==> config.mk <==
export PLATFORM = sky130hd
export DESIGN_NAME = paper_tape_hex_record_loader
export DESIGN_NICKNAME = d
export VERILOG_FILES = /design/src/rtl/ptl_pkg.sv /design/src/rtl/ptl_in_stage.sv /design/src/rtl/ptl_parse.sv /design/src/rtl/ptl_out_stage.sv /design/src/rtl/paper_tape_hex_record_loader.sv
export VERILOG_INCLUDE_DIRS = /design/src /design/src/rtl
export SDC_FILE = /design/constraint.sdc
export NUM_CORES = 1
export LEC_CHECK = 0
export ABC_CLOCK_PERIOD_IN_PS = 4400
export BUFFER_PORTS_ARGS = -buffer_cell sky130_fd_sc_hd__buf_2
export CORE_MARGIN = 1.5
export CORE_UTILIZATION = 50
export DETAILED_ROUTE_END_ITERATION = 10
export PLACE_DENSITY = 0.71
export SYNTH_ARGS = -nofsm -noshare
export SYNTH_HDL_FRONTEND = slang
export SYNTH_SLANG_ARGS = --single-unit
==> constraint.sdc <==
create_clock -name i_clk -period 4.4 [get_ports i_clk]
set_clock_uncertainty 0.1 [all_clocks]
set_input_delay 0.44 -clock i_clk [delete_from_list [all_inputs] [get_ports i_clk]]
set_output_delay 0.44 -clock i_clk [all_outputs]
set_load 0.03 [all_outputs]
==> src/rtl/paper_tape_hex_record_loader_assert.svh <==
// Assertion macros for the tape loader.
`ifndef PAPER_TAPE_HEX_RECORD_LOADER_ASSERT_SVH
`define PAPER_TAPE_HEX_RECORD_LOADER_ASSERT_SVH

// Same-cycle implication.
`define PTL_ASSERT_NOW(label, clk, rst_n, a, b, msg) \
    label: assert property (@(posedge clk) disable iff (!rst_n) (a) |-> (b)) \
        else $error(msg);

// Next-cycle implication.
`define PTL_ASSERT_NEXT(label, clk, rst_n, a, b, msg) \
    label: assert property (@(posedge clk) disable iff (!rst_n) (a) |=> (b)) \
        else $error(msg);

`endif

==> src/rtl/ptl_pkg.sv <==
`timescale 1ns / 1ps

package ptl_pkg;

    localparam logic [7:0] SEMICOLON = 8'h3B;

    typedef enum logic [2:0] {
        PH_HUNT,
        PH_COUNT,
        PH_ADDR,
        PH_DATA,
        PH_CKSUM
    } t_phase;

    typedef enum logic [1:0] {
        KIND_WRITE = 2'd0,
        KIND_GOOD  = 2'd1,
        KIND_BAD   = 2'd2,
        KIND_END   = 2'd3
    } t_kind;

    typedef struct packed {
        logic       opcode;
        logic [7:0] char_in;
    } t_in_item;

    typedef struct packed {
        t_kind       kind;
        logic [15:0] write_address;
        logic [7:0]  write_data;
        logic [15:0] computed_sum;
        logic        error_seen;
        logic        done_seen;
    } t_out_item;

    typedef struct packed {
        logic       valid;
        logic [3:0] value;
    } t_hex;

    function automatic t_hex hex_digit(input logic [7:0] c);
        t_hex h;
        h.valid = 1'b1;
        h.value = 4'd0;
        if (c inside {[8'h30:8'h39]}) begin
            h.value = c[3:0];
        end else if (c inside {[8'h41:8'h46], [8'h61:8'h66]}) begin
            h.value = c[3:0] + 4'd9;
        end else begin
            h.valid = 1'b0;
        end
        return h;
    endfunction

endpackage

==> src/rtl/ptl_in_stage.sv <==
`timescale 1ns / 1ps

module ptl_in_stage
    import ptl_pkg::*;
(
    input  logic     i_clk,
    input  logic     i_rst_n,
    input  logic     i_valid,
    input  t_in_item i_item,
    input  logic     i_take,
    output logic     o_stall,
    output logic     o_valid,
    output t_in_item o_item
);

    logic     r_valid;
    t_in_item r_item;

    always_ff @(posedge i_clk) begin
        if (!i_rst_n) begin
            r_valid <= 1'b0;
        end else if (!r_valid || i_take) begin
            r_valid <= i_valid;
        end
    end

    always_ff @(posedge i_clk) begin
        if (!r_valid || i_take) begin
            r_item <= i_item;
        end
    end

    assign o_stall = r_valid && !i_take;
    assign o_valid = r_valid;
    assign o_item  = r_item;

endmodule

==> src/rtl/ptl_parse.sv <==
`timescale 1ns / 1ps

module ptl_parse
    import ptl_pkg::*;
(
    input  logic      i_clk,
    input  logic      i_rst_n,
    input  logic      i_step,
    input  t_in_item  i_item,
    output logic      o_res_valid,
    output t_out_item o_res
);

    t_phase      r_phase,  n_phase;
    logic [1:0]  r_digit,  n_digit;
    logic [15:0] r_shift,  n_shift;
    logic [7:0]  r_left,   n_left;
    logic [15:0] r_addr,   n_addr;
    logic [15:0] r_sum,    n_sum;
    logic        r_err,    n_err;
    logic        r_done,   n_done;
    logic [15:0] r_start,  n_start;

    always_ff @(posedge i_clk) begin
        if (!i_rst_n) begin
            r_phase <= PH_HUNT;
            r_digit <= 2'd0;
            r_shift <= 16'd0;
            r_left  <= 8'd0;
            r_addr  <= 16'd0;
            r_sum   <= 16'd0;
            r_err   <= 1'b0;
            r_done  <= 1'b0;
            r_start <= 16'd0;
        end else if (i_step) begin
            r_phase <= n_phase;
            r_digit <= n_digit;
            r_shift <= n_shift;
            r_left  <= n_left;
            r_addr  <= n_addr;
            r_sum   <= n_sum;
            r_err   <= n_err;
            r_done  <= n_done;
            r_start <= n_start;
        end
    end

    always_comb begin
        t_hex        hx;
        logic [15:0] shifted;
        logic        last;
        logic        emit;
        t_kind       kind;
        logic [15:0] addr_out;
        logic [7:0]  data_out;
        logic [7:0]  left_dec;

        n_phase = i_item.opcode ? PH_HUNT : r_phase;
        n_digit = i_item.opcode ? 2'd0 : r_digit;
        n_shift = i_item.opcode ? 16'd0 : r_shift;
        n_err   = i_item.opcode ? 1'b0 : r_err;
        n_done  = i_item.opcode ? 1'b0 : r_done;
        n_left  = r_left;
        n_addr  = r_addr;
        n_sum   = r_sum;
        n_start = r_start;

        hx       = hex_digit(i_item.char_in);
        shifted  = {n_shift[11:0], hx.value};
        left_dec = r_left - 8'd1;
        last     = 1'b0;
        emit     = 1'b0;
        kind     = KIND_WRITE;
        addr_out = 16'd0;
        data_out = 8'd0;

        if (n_phase == PH_HUNT) begin
            if (i_item.char_in == SEMICOLON) begin
                n_phase = PH_COUNT;
                n_digit = 2'd0;
                n_shift = 16'd0;
                n_left  = 8'd0;
                n_addr  = 16'd0;
                n_sum   = 16'd0;
                n_start = 16'd0;
            end
        end else if (!hx.valid) begin
            n_err    = 1'b1;
            n_phase  = PH_HUNT;
            n_digit  = 2'd0;
            n_shift  = 16'd0;
            emit     = 1'b1;
            kind     = KIND_BAD;
            addr_out = r_start;
        end else begin
            last = (n_phase == PH_ADDR || n_phase == PH_CKSUM) ?
                   (n_digit == 2'd3) : (n_digit == 2'd1);
            if (!last) begin
                n_digit = n_digit + 2'd1;
                n_shift = shifted;
            end else begin
                n_digit = 2'd0;
                n_shift = 16'd0;
                case (n_phase)
                    PH_COUNT: begin
                        if (shifted == 16'd0) begin
                            n_done  = 1'b1;
                            n_phase = PH_HUNT;
                            emit    = 1'b1;
                            kind    = KIND_END;
                        end else begin
                            n_sum   = r_sum + shifted;
                            n_left  = shifted[7:0];
                            n_phase = PH_ADDR;
                        end
                    end
                    PH_ADDR: begin
                        n_addr  = shifted;
                        n_start = shifted;
                        n_sum   = r_sum + {8'd0, shifted[15:8]} + {8'd0, shifted[7:0]};
                        n_phase = PH_DATA;
                    end
                    PH_DATA: begin
                        n_sum    = r_sum + shifted;
                        n_addr   = r_addr + 16'd1;
                        n_left   = left_dec;
                        if (left_dec == 8'd0) begin
                            n_phase = PH_CKSUM;
                        end
                        emit     = 1'b1;
                        kind     = KIND_WRITE;
                        addr_out = r_addr;
                        data_out = shifted[7:0];
                    end
                    default: begin
                        n_phase  = PH_HUNT;
                        emit     = 1'b1;
                        addr_out = r_start;
                        if (shifted == r_sum) begin
                            kind = KIND_GOOD;
                        end else begin
                            n_err = 1'b1;
                            kind  = KIND_BAD;
                        end
                    end
                endcase
            end
        end

        o_res_valid         = i_step && emit;
        o_res.kind          = kind;
        o_res.write_address = addr_out;
        o_res.write_data    = data_out;
        o_res.computed_sum  = n_sum;
        o_res.error_seen    = n_err;
        o_res.done_seen     = n_done;
    end

endmodule

==> src/rtl/ptl_out_stage.sv <==
`timescale 1ns / 1ps

module ptl_out_stage
    import ptl_pkg::*;
(
    input  logic      i_clk,
    input  logic      i_rst_n,
    input  logic      i_load,
    input  logic      i_res_valid,
    input  t_out_item i_res,
    output logic      o_valid,
    output t_out_item o_item
);

    logic      r_valid;
    t_out_item r_item;

    always_ff @(posedge i_clk) begin
        if (!i_rst_n) begin
            r_valid <= 1'b0;
        end else if (i_load) begin
            r_valid <= i_res_valid;
        end
    end

    always_ff @(posedge i_clk) begin
        if (i_load && i_res_valid) begin
            r_item <= i_res;
        end
    end

    assign o_valid = r_valid;
    assign o_item  = r_item;

endmodule

==> src/rtl/paper_tape_hex_record_loader.sv <==
// Channel | Direction | Handshake               | Payload
// in      | input     | i_in_valid / o_in_stall | i_in_item  (t_in_item)
// out     | output    | o_out_valid / i_out_stall | o_out_item (t_out_item)
//
// One character per cycle unless the output stalls; both ends are registered.
// The parser state updates when a character leaves the input register.
// Synchronous active-low reset clears both stages and the parser state.
// A stalled output holds its result; the input register keeps its character
// and o_in_stall rises only while both stages are full and the output waits.
`timescale 1ns / 1ps

module paper_tape_hex_record_loader
    import ptl_pkg::*;
(
    input  logic      i_clk,
    input  logic      i_rst_n,
    input  logic      i_in_valid,
    input  t_in_item  i_in_item,
    output logic      o_in_stall,
    output logic      o_out_valid,
    output t_out_item o_out_item,
    input  logic      i_out_stall
);

    `include "paper_tape_hex_record_loader_assert.svh"

    logic      w_advance;
    logic      w_in_valid;
    t_in_item  w_in_item;
    logic      w_res_valid;
    t_out_item w_res;

    assign w_advance = !o_out_valid || !i_out_stall;

    ptl_in_stage u_in (
        .i_clk   (i_clk),
        .i_rst_n (i_rst_n),
        .i_valid (i_in_valid),
        .i_item  (i_in_item),
        .i_take  (w_advance),
        .o_stall (o_in_stall),
        .o_valid (w_in_valid),
        .o_item  (w_in_item)
    );

    ptl_parse u_parse (
        .i_clk       (i_clk),
        .i_rst_n     (i_rst_n),
        .i_step      (w_in_valid && w_advance),
        .i_item      (w_in_item),
        .o_res_valid (w_res_valid),
        .o_res       (w_res)
    );

    ptl_out_stage u_out (
        .i_clk       (i_clk),
        .i_rst_n     (i_rst_n),
        .i_load      (w_advance),
        .i_res_valid (w_res_valid),
        .i_res       (w_res),
        .o_valid     (o_out_valid),
        .o_item      (o_out_item)
    );

    `PTL_ASSERT_NOW(a_stall_full, i_clk, i_rst_n, o_in_stall, w_in_valid && o_out_valid && i_out_stall, "input stalled without a full pipeline")
    `PTL_ASSERT_NEXT(a_held_char, i_clk, i_rst_n, w_in_valid && o_in_stall, w_in_valid, "held character dropped")
    `PTL_ASSERT_NOW(a_end_fields, i_clk, i_rst_n, o_out_valid && o_out_item.kind == KIND_END, o_out_item.done_seen && o_out_item.write_address == 16'd0 && o_out_item.write_data == 8'd0, "end record fields wrong")

endmodule

==> results.txt <==
outcome -> finished, final reports clean
layout filler cell count -> 1329
Worst-path clk slew -> 60 ps
Seq/Total Area, Yosys -> 39.97%
syn nets -> 939
drt pass-1 iters -> 6
hpwl dp -> 16.04 mm
drt initial violations -> 761
Async SR Flop Fraction -> 0%
most frequent CP cell -> a221o_1
normalized max-slew margin -> 23.94%
Die Y -> 128.2 um
worst-margin pin slew -> 1129 ps
Layout area overhead -> 17.56%
maximum operating frequency -> 0.2322 GHz
number of top-level pins -> 59
critical-path cell list -> inv_2 -> ha_4 -> o21bai_4 -> buf_4 -> a21oi_4 -> mux2i_4 -> nor2_4 -> fa_1 -> ha_2 -> fa_2 -> a21o_1 -> a221o_1 -> o21bai_2 -> nand3b_1 -> or3_1 -> a21oi_1 -> a221o_1 -> a22o_1
vias in the first global route -> 6633
Period minus WS final -> 4307 ps
Syn Std Cell Area -> 0.007839 mm^2
Post-CTS Hold Fix Bufs -> 0
initial antenna violation count -> 0
Longest Clk Path Bufs -> 2
CTS H-tree depth -> 4
Placed Cells -> 1144
CP Max Fanout -> 4
WP data required -> 4480 ps
Leakage -> 3.435 nW
number of synthesized register bits -> 130
Remaining DRCs -> 0
Post-Synth Adder-Cell Area -> 7.342%
Post-Synth XOR/XNOR Area -> 2.793%
die area -> 0.01644 mm^2
Final setup viols -> 0
RSZ-0062 raised after global routing -> yes
Root Driver -> clkbuf_16
largest net degree at the start of global routing -> 53
Pwr Total -> 0.002781 W
startpoint types -> register
post-synthesis mux area share -> 0.7662%
Synth Area in Simple Gates -> 20.06%
Net count, final -> 1008
worst skew pair latency -> 430 ps
Synth cell types -> 84
worst hold path class -> in -> reg
endpoints failing hold -> 0
Vias per Instance -> 6.172
Synth Flop Type -> dfxtp_1
GP Congestion -> 0.9510
flop2flop setup slack -> 90 ps
Routed Antenna Nets -> 0
max incr delay on CP -> 450 ps
Worst path slowest cell -> edfxtp_1
global-route wire length before repair -> 35.65 mm
share of layout cells above drive strength 1 -> 18.80%
compound-gate portion of the synthesized area -> 24.79%
Warnings, synthesis -> 0
GRT Total Usage -> 28.42%
Row Count -> 45
Pwr Density -> 301.8 mW/mm^2
clock buffer count from CTS -> 17
largest family of logic cells by synthesized area -> compound AO/OA/AOI/OAI gates
vias -> 7277
total wire length -> 22.86 mm
CORE AREA -> 0.01526 mm^2
PortBufs -> 58
number of synthesized flops with an enable pin -> 53
die width -> 128.2 um
max-slew violation count -> 0
Antenna diodes -> 0
Max-Cap Viols -> 0
Setup CP Type -> reg -> reg
cell count after synthesis -> 886
Clock Sinks -> 130
CP endpoint kind -> register
maximum vdd ir drop -> 0.2466 mV
Initial Util -> 51.37%
WL/cell -> 19.39 um
fin cells -> 1179
critical path arrival -> 4390 ps
fin crit share -> 97.88%
grt ovf -> 0
CTS tree -> built
mean post-synth cell area -> 8.847 um^2
## final cells by class
class | instances | area (um^2) | area share (%)
Multi-Input combinational cell | 671 | 4499 | 48.83
Sequential cell | 130 | 3133 | 34.00
Timing Repair Buffer | 98 | 606.8 | 6.585
Clock buffer | 21 | 471.7 | 5.119
Tap cell | 211 | 264.0 | 2.865
Inverter | 37 | 138.9 | 1.507
Clock inverter | 11 | 101.3 | 1.100
## Yosys cell counts (5+ instances only)
cell,count,area share [%]
nand2_1,86,4.1
nor2_1,83,4.0
dfxtp_1,77,20
a21oi_1,74,4.7
edfxtp_1,53,20
o21ai_0,50,3.2
clkbuf_1,40,1.9
inv_1,37,1.8
ha_1,30,4.8
nand3_1,29,1.9
a22oi_1,26,2.5
a22o_1,22,2.5
nor3_1,21,1.3
nor2b_1,14,1.1
xnor2_1,13,1.5
a21o_1,12,1.1
xor2_1,12,1.3
fa_1,10,2.6
o21a_1,10,0.96
and2_1,9,0.72
and3_1,9,0.72
nand2b_1,9,0.72
a31oi_1,8,0.64
nor4_1,8,0.64
o22ai_1,8,0.64
a211oi_1,7,0.67
buf_2,7,0.45
or3_1,7,0.56
mux2i_1,6,0.77
nand4_1,5,0.40
nor3b_1,5,0.48
o221a_2,5,0.72
or2_2,5,0.40
## power by group
group	leakage (nW)	internal, W	total [W]	switching (W)
Clock	0.279	0.000827	0.00137	0.000545
Sequential	1.07	0.00126	0.00126	0.00000881
Combinational	2.08	0.0000542	0.000145	0.0000904
## through the flow
stage	hold slack, ps	TNS (ps)	setup slack, ps	area, um^2	util [%]
6_report	89.10	0	93.27	9215	60.39
3_3_place_gp	339.5	0	59.51	8527	55.88
4_1_cts	72.59	0	4.319	9146	59.94
5_1_grt	74.88	-52.43	-44.67	9215	60.39
2_1_floorplan	331.6	0	4.634	7876	-
3_5_place_dp	346.8	-168.7	-76.81	8527	55.88
## sequential cells by signal, indices dropped and copies added (netlist names)
name and cells:
u_parse.r_digit 2, u_out.o_valid 1, u_parse.r_shift 12, u_out.o_item 44, u_parse.r_phase 3, u_parse.r_sum 16
u_in.o_valid 1, u_parse.r_done 1, u_parse.r_left 8, u_parse.r_start 16, u_parse.r_addr 16, u_parse.r_err 1
u_in.o_item 9
## worst max-delay path: cells and delay by family (launching register included)
family / cells / cell delay [ps]
compound gates: 8 / 1470
mux: 1 / 300
buf+inv: 2 / 280
simple gates: 3 / 330
flops: 1 / 450
fa+ha+maj: 4 / 1130
## per-layer routing
layer	vias to the layer above	GRT usage, %	share of wire (%)
met5	-	0	0
met4	0	14.74	4.1
met3	75	5.718	8.9
met2	405	41.78	43
met1	3381	39.57	44
li1	3416	-	-
## kinds of logic (layout without fill, tap and decap cells)
kind of cell	count (synthesis)	in the layout
xor+xnor	25	25
simple gates	317	317
fa+ha+maj	40	40
mux	6	6
buf+inv	85	167
flops	130	130
compound gates	283	283
## cell usage in the layout (no fill, tap or decap), drive strengths merged, types with 21 or more instances in the layout
| master | instances |
|---|---|
| nor2 | 86 |
| dfxtp | 77 |
| ha | 30 |
| a22oi | 26 |
| nor3 | 22 |
| a21oi | 75 |
| nand3 | 30 |
| buf | 98 |
| o21ai | 56 |
| nand2 | 86 |
| a22o | 22 |
| inv | 40 |
| clkbuf | 21 |
| edfxtp | 53 |
## final timing paths
kind / start / end / cells past startpoint
hold reg to reg: u_parse.r_start[12] / u_parse.r_start[12] / 2
setup reg to reg: u_in.o_item[0] / u_out.o_item[13] / 18
hold / removal: i_in_item[8] / u_in.o_item[8] / 1
setup / recovery: u_in.o_item[0] / u_out.o_item[13] / 18
## timing repair
item                       CTS  global route
resized for setup            6            15
setup endpoints to repair    4            16
gates cloned                 0             0
setup buffers                2             1
pin swaps                    4             9
(Power assumes the default switching activity.)
